==> src/rtl/hsf_dly.sv <==
module hsf_dly #(
    parameter int W     = 8,
    parameter int DEPTH = 2
) (
    input  logic         clk,
    input  logic         adv,
    input  logic [W-1:0] d,
    output logic [W-1:0] q
);

    logic [W-1:0] sr_reg [DEPTH];

    always_ff @(posedge clk)
    begin
        if (adv)
        begin
            sr_reg[0] <= d;
            for (int i = 1; i < DEPTH; i++)
            begin
                sr_reg[i] <= sr_reg[i-1];
            end
        end
    end

    assign q = sr_reg[DEPTH-1];

endmodule

==> config.mk <==
export PLATFORM = sky130hd
export DESIGN_NAME = hsf_dly
export DESIGN_NICKNAME = d
export VERILOG_FILES = /design/src/rtl/hsf_dly.sv
export SDC_FILE = /design/constraint.sdc
export NUM_CORES = 1
export LEC_CHECK = 0
export BUFFER_PORTS_ARGS = -buffer_cell sky130_fd_sc_hd__clkbuf_2
export CAP_MARGIN = 10
export CORE_MARGIN = 2
export CORE_UTILIZATION = 35
export CTS_CLUSTER_SIZE = 16
export DETAILED_ROUTE_END_ITERATION = 10
export PLACE_DENSITY = 0.65
export SYNTH_ARGS = -nofsm -noshare
export SYNTH_HDL_FRONTEND = slang
export SYNTH_SLANG_ARGS = --single-unit
==> constraint.sdc <==
create_clock -name clk -period 1.5 [get_ports clk]
set_clock_uncertainty 0.05 [all_clocks]
set_input_delay 0.15 -clock clk [delete_from_list [all_inputs] [get_ports clk]]
set_output_delay 0.15 -clock clk [all_outputs]
set_load 0.02 [all_outputs]
==> impl_metrics.json <==
{
  "multi_input_gates": 0,
  "finalPower_mw": 0.804,
  "largest_register_ffs": 16,
  "worstPathRequired_ns": 1.30,
  "outcome": "completed",
  "maxCapViolCount": 0,
  "grt_max_degree": 17,
  "synth_cell_types": 2,
  "grt_pass1_vias": 252,
  "place_congestion": 0.585,
  "fin_nets": 56,
  "cp_top_family": "flip-flops",
  "max_stage_delay_ns": 0.37,
  "setup_tns_ns": 0,
  "multi_input_area_um2": 0,
  "fmax_mhz": 1000,
  "num_vias": 232,
  "report.final.slew_viol_count": 0,
  "grt_overflow_total": 0,
  "report.final.hold_viol_count": 0,
  "yosysSeqAreaShare": 0.889,
  "yosysWarnings": 0,
  "ys_ff_latch": 16,
  "fin_crit_sh": 0.665,
  "avgSynthCellArea_um2": 22.5,
  "syn_nets": 34,
  "synth_cells": 24,
  "antenna_found_initial": 0,
  "clock_sinks": 16,
  "cp-start-kind": "flop",
  "hold_class": "in2reg",
  "syn_area_um2": 541,
  "cts_tree": "done",
  "post-cts-setup-buffer-count": 0,
  "cts_resized": 0,
  "wl_um": 569,
  "vias_per_cell": 3.87,
  "rows": 14,
  "grt_pass1_wl_um": 1040,
  "core-area_um2": 1470,
  "cts-root-buf": "clkbuf_4",
  "pin_count": 18,
  "wl_per_cell_um": 9.48,
  "irDropWorstVdd_mv": 0.644,
  "power_density_nw_per_um2": 1170,
  "clkSlewWorstSetupHoldPaths_ns": 0.08,
  "track_usage": 0.0764,
  "crit_path_end_kind": "output pin",
  "critPathBufInv": 1,
  "portBuffers": 17,
  "critical_path_class": "reg2out",
  "hold_slack_ns": 0.321,
  "slew_headroom": 0.751,
  "total_leakage_power_nw": 0.274,
  "crit_slowest_cell": "edfxtp_1",
  "arrival_ns": 0.80,
  "fp.dieW_um": 43.3,
  "die_h_um": 43.3,
  "insertedDiodeCount": 0,
  "drt_drc_violations_left": 0,
  "setup_violations": 0,
  "layout-drive-gt1-share": 0.455,
  "clkLatencyLatePin_ns": 0.26,
  "htreeDepth": 1,
  "ant_nets": 0,
  "rsz0062_at_grt": "no",
  "timing.critical_path.cells": "clkbuf_2",
  "tightest_slew_ns": 0.374,
  "fp.dieArea_um2": 1870,
  "cts_max_path_buffers": 2,
  "dr.pass1.iters": 2,
  "first_iter_violations": 7,
  "fin_crit_ns": 0.998,
  "cts-buffers-inserted": 3,
  "post-route-util": 0.468,
  "start_util": 0.367,
  "syn_to_final_growth_pct": 27.3,
  "path_max_fanout": 1
}
==> layout make-up <==
cell class / instances / area (µm²)
Sequential cell: 16 / 480
Tap cell: 16 / 20.0
Clock buffer: 3 / 22.5
Timing Repair Buffer: 25 / 165
Fill cell: 146 / 783
==> what timing repair did <==
| action | CTS | global route |
|---|---|---|
| endpoints found under the setup margin | 0 | 0 |
| hold endpoints to repair | 8 | 0 |
| hold buffers | 8 | 0 |
==> cells in the mapped netlist <==
master    instances  area, µm²
buf_4             8       60.1
edfxtp_1         16        480
==> per-layer routing <==
metal / GRT usage / share of wire
met4: 0.0545 / 0.0070
met5: 0 / 0
met2: 0.119 / 0.51
met3: 0.0383 / 0.10
met1: 0.0789 / 0.37
==> final timing paths <==
kind | to | cells past startpoint | slack, ns | start
min reg2reg | sr_reg[0][8] | 0 | 0.37 | sr_reg[0][0]
max reg2reg | sr_reg[0][9] | 0 | 0.83 | sr_reg[0][1]
max | q[2] | 1 | 0.50 | sr_reg[0][10]
min | sr_reg[0][4] | 1 | 0.32 | adv
==> where the power goes <==
part	switching (mW)	leakage, nW	internal [mW]
Clock	0.109	0.0138	0.0927
Sequential	0.00665	0.157	0.529
Combinational	0.0356	0.104	0.0305
Total	0.152	0.274	0.653
==> cell families after synthesis <==
kind of cell,count (synthesis),synth area share
flops,16,0.889
buf+inv,8,0.111
==> through the flow <==
stage / instances / area, µm² / setup WS (ns)
after detailed placement: 49 / 586 / 0.631
after global routing: 60 / 688 / 0.449
after global placement: 49 / 586 / 0.652
after CTS: 60 / 688 / 0.473
final: 60 / 688 / 0.502
after floorplan: 24 / 541 / 0.810
==> placed cells by master, fill, tap and decap left out, drive strengths merged <==
cell type	n
clkbuf	20
dlygate4sd3	8
edfxtp	16
No activity file was read; power rests on OpenSTA's default activity.
