File: src/rtl/hsf_div.sv
module hsf_div #(
    parameter int NW = 50,
    parameter int DW = 20,
    parameter int QB = 31
) (
    input  logic          clk,
    input  logic          adv,
    input  logic [NW-1:0] num,
    input  logic [DW-1:0] den,
    output logic [QB-1:0] quot
);

    logic [DW-1:0] rem_reg [QB];
    logic [DW-1:0] den_reg [QB];
    logic [QB-1:0] lo_reg  [QB];
    logic [QB-1:0] q_reg   [QB];

    logic [DW-1:0] r_in  [QB];
    logic [DW-1:0] d_in  [QB];
    logic [QB-1:0] n_in  [QB];
    logic [QB-1:0] q_in  [QB];
    logic [DW:0]   trial [QB];
    logic          take  [QB];

    // restoring division, one quotient bit per stage
    always_comb
    begin
        r_in[0] = DW'(num[NW-1:QB]);
        d_in[0] = den;
        n_in[0] = num[QB-1:0];
        q_in[0] = '0;
        for (int i = 1; i < QB; i++)
        begin
            r_in[i] = rem_reg[i-1];
            d_in[i] = den_reg[i-1];
            n_in[i] = lo_reg[i-1];
            q_in[i] = q_reg[i-1];
        end
        for (int i = 0; i < QB; i++)
        begin
            trial[i] = {r_in[i], n_in[i][QB-1]};
            take[i]  = trial[i] >= {1'b0, d_in[i]};
        end
    end

    always_ff @(posedge clk)
    begin
        if (adv)
        begin
            for (int i = 0; i < QB; i++)
            begin
                if (take[i])
                begin
                    rem_reg[i] <= DW'(trial[i] - {1'b0, d_in[i]});
                end
                else
                begin
                    rem_reg[i] <= DW'(trial[i]);
                end
                den_reg[i] <= d_in[i];
                lo_reg[i]  <= n_in[i] << 1;
                q_reg[i]   <= {q_in[i][QB-2:0], take[i]};
            end
        end
    end

    assign quot = q_reg[QB-1];

endmodule

File: config.mk
export PLATFORM = sky130hd
export DESIGN_NAME = hsf_div
export DESIGN_NICKNAME = d
export VERILOG_FILES = /design/src/rtl/hsf_div.sv
export SDC_FILE = /design/constraint.sdc
export NUM_CORES = 2
export LEC_CHECK = 0
export BUFFER_PORTS_ARGS = -buffer_cell sky130_fd_sc_hd__buf_2
export CORE_ASPECT_RATIO = 1.5
export CORE_MARGIN = 1.5
export CORE_UTILIZATION = 60
export DETAILED_ROUTE_END_ITERATION = 10
export GPL_TIMING_DRIVEN = 0
export PLACE_DENSITY = 0.76
export SYNTH_ARGS = -nofsm -noshare
export SYNTH_HDL_FRONTEND = slang
export SYNTH_SLANG_ARGS = --single-unit
File: constraint.sdc
create_clock -name clk -period 4.7 [get_ports clk]
set_input_delay 1.175 -clock clk [delete_from_list [all_inputs] [get_ports clk]]
set_output_delay 1.175 -clock clk [all_outputs]
set_load 0.01 [all_outputs]
==> flow_summary_export.csv <==
group,metric,value,unit
detailed_routing,first_iter_violations,3885,
clock_network,cts.hold.buffers_added,0,
setup_path,arrival,5100,ps
setup_path,critPathMaxFanout,10,
run,drv_cap,0,
place,place_hpwl,158000,um
setup_path,critPathMaxStageDelay,550,ps
die,start_util,60.4,%
sta,setup_tns,0,ps
yosys,synth_area_leader_cell,"edfxtp_1",
global_route,grt_pass1_vias,61100,
setup_path,cp_slowest_cell,"clkbuf_1",
cells_and_area,syn_to_final_growth,10.1,%
clock_network,post-cts-setup-buffers,0,
clock_network,cts_buffers,198,
clock_network,cts_tree,"yes",
sta,finalHoldViolCount,0,
yosys,synth_fp_nets,8418,
die,fp.dieH,507,um
detailed_routing,via_count,59800,
place,pre_cts_ws,-2520,ps
clock_network,clock_sinks,2161,
clock_network,htree_levels,4,
die,num_rows,184,
detailed_routing,viasPerCell,5.75,
detailed_routing,wl,216000,um
die,die_x,339,um
global_route,grt_usage,25.3,%
global_route,top_usage_layer,"met2",
yosys,ys.flop_type,"edfxtp_1",
global_route,grt_util_met3,2.85,%
run_status,status,"completed",
yosys,synthArstFlopShare,0,%
yosys,avgSynthCellArea,13.2,um^2
power,power.leakage,43.8,nW
sta,fin_crit_sh,97.2,%
detailed_routing,drtAntennaViolNets,0,
setup_path,cp.buffers_inverters,3,
setup_path,critPathCaptureType,"flop",
setup_path,crit_required,5230,ps
yosys,synth_cell_types,89,
sta,setup_viol,0,
setup_path,start_kind,"flop",
sta,worstMarginPinSlew,1230,ps
sta,clock.fmax,219,MHz
global_route,antenna_found_initial,4,
yosys,syn_area,0.101,mm^2
detailed_routing,wire_per_inst,20.8,um
clock_network,clockBufferDepth,3,
clock_network,clock_latency,850,ps
power,vdd_drop_max,0.445,mV
cells_and_area,nets,8730,
yosys,synth_seq_area_share,64.0,%
yosys,synth.most_common_cell,"edfxtp_1",
place,io_buffers,102,
cells_and_area,drive_gt1_share,6.49,%
global_route,grt_util_met1,27.5,%
sta,fin_skew,49.2,ps
power,p_per_area,633,mW/mm^2
yosys,synth_cells,7696,
die,die_area,0.172,mm^2
global_route,grt_max_degree,186,
place,place_congestion,0.925,
global_route,grt_pass1_wl,336000,um
yosys,synth-edff-count,2161,
setup_path,path_cells,"inv_1, ha_1, and4_1, o21ai_1, a21oi_1, o41ai_2, o21ai_1, nand2_1, a31o_2, nand3_1, clkbuf_1, clkbuf_2, a21oi_1",
die,core_area,0.168,mm^2
sta,finalMaxSlewViolations,0,
yosys,yosys-top-cells-area,"edfxtp_1 (64%), ha_1 (7.6%), a21oi_1 (3.0%)",
sta,slew_headroom,17.9,%
cells_and_area,finish.instance_area,0.112,mm^2
place,dpl_cell_area,0.105,mm^2
yosys,yosys_warnings,0,
clock_network,cts_root_buf,"clkbuf_16",
clock_network,clkTransAtPathRegs,70,ps
yosys,synth_seq_cells,2161,
die,boundaryPins,103,
detailed_routing,firstDrtPassIters,6,
yosys,synth_largest_type_area_fraction,64.0,%
yosys,yosys-top-cells-count,"edfxtp_1 (2161), inv_1 (754), ha_1 (620)",
global_route,grtUsageMet2,48.4,%
sta,fin_crit,4570,ps
setup_path,cp_top_family,"compound AO/OA/AOI/OAI gates",
sta,fin_ws,131,ps
setup_path,crit_type,"flop to flop",
global_route,grt_overflow,0,
hold_path,hold_class,"flop to flop",
detailed_routing,route.detailed.drc,0,
## cell type report
| type | instances | area [um^2] |
|---|---|---|
| Tap cell | 2232 | 2790 |
| Inverter | 767 | 2880 |
| Fill cell | 12100 | 56200 |
| Multi-Input combinational cell | 4588 | 32900 |
| Antenna cell | 1 | 2.50 |
| Sequential cell | 2161 | 64900 |
| Buffer | 179 | 743 |
| Clock inverter | 131 | 1450 |
| Clock buffer | 232 | 5100 |
| Timing Repair Buffer | 113 | 838 |
## what timing repair did
action,4_1_cts,5_1_grt
gates cloned,2,0
setup endpoints to repair,1108,1
resized for setup,5,1
## path summary, 6_finish.rpt
path                                   from                         to  slack, ps  cells after the start
hold reg to reg     q_reg[1][299]$_DFFE_PP_    q_reg[1][331]$_DFFE_PP_        400                      0
setup / recovery  den_reg[0][288]$_DFFE_PP_  rem_reg[0][318]$_DFFE_PP_        130                     13
setup reg to reg  den_reg[0][288]$_DFFE_PP_  rem_reg[0][318]$_DFFE_PP_        130                     13
hold / removal      q_reg[1][299]$_DFFE_PP_    q_reg[1][331]$_DFFE_PP_        400                      0
## cell usage in the layout (no fill, tap or decap), types with 45 or more instances in the layout
master and count:
buf_2 121, clkbuf_1 178, nor3_1 60, inv_1 754, nand4_1 84, o21a_1 52
o21ai_0 135, o21bai_1 72, a211oi_1 45, xnor2_1 286, ha_1 620, clkbuf_16 199
nand3_1 119, edfxtp_1 2161, nand2b_1 62, nor2b_1 89, nor2_1 374, mux2_1 151
o21ai_1 360, a21oi_1 599, a21o_1 242, xor2_1 207, nand2_1 490, a31oi_1 45
## through the flow
stage	power, mW	std cells	hold slack, ps	utilization, %
detailed placement	54.6	10000	405	62.6
floorplan	47.4	7696	400	-
finish	70.7	10400	399	66.5
global placement	54.8	10000	400	62.4
CTS	71.0	10400	391	66.5
global route	74.8	10400	412	66.5
## cells by family after synthesis
group / share of synthesized area, %
compound gates: 10.7
xor+xnor: 4.26
simple gates: 6.60
fa+ha+maj: 8.24
buf+inv: 3.56
mux: 2.67
flops: 64.0
## where the power goes
group | leakage (nW) | internal [mW] | total, mW | switching (mW)
clock | 3.16 | 8.97 | 16.2 | 7.21
sequential | 21.1 | 26.6 | 28.8 | 2.23
combinational | 19.5 | 10.9 | 25.7 | 14.7
total | 43.8 | 46.5 | 70.7 | 24.2
## routing by layer
metal,up-vias,routed length (um)
met3,481,6990
met5,-,20
li1,28900,-
met1,29100,79800
met4,2,10800
met2,1361,119000
No activity file was read; power rests on OpenSTA's default activity.
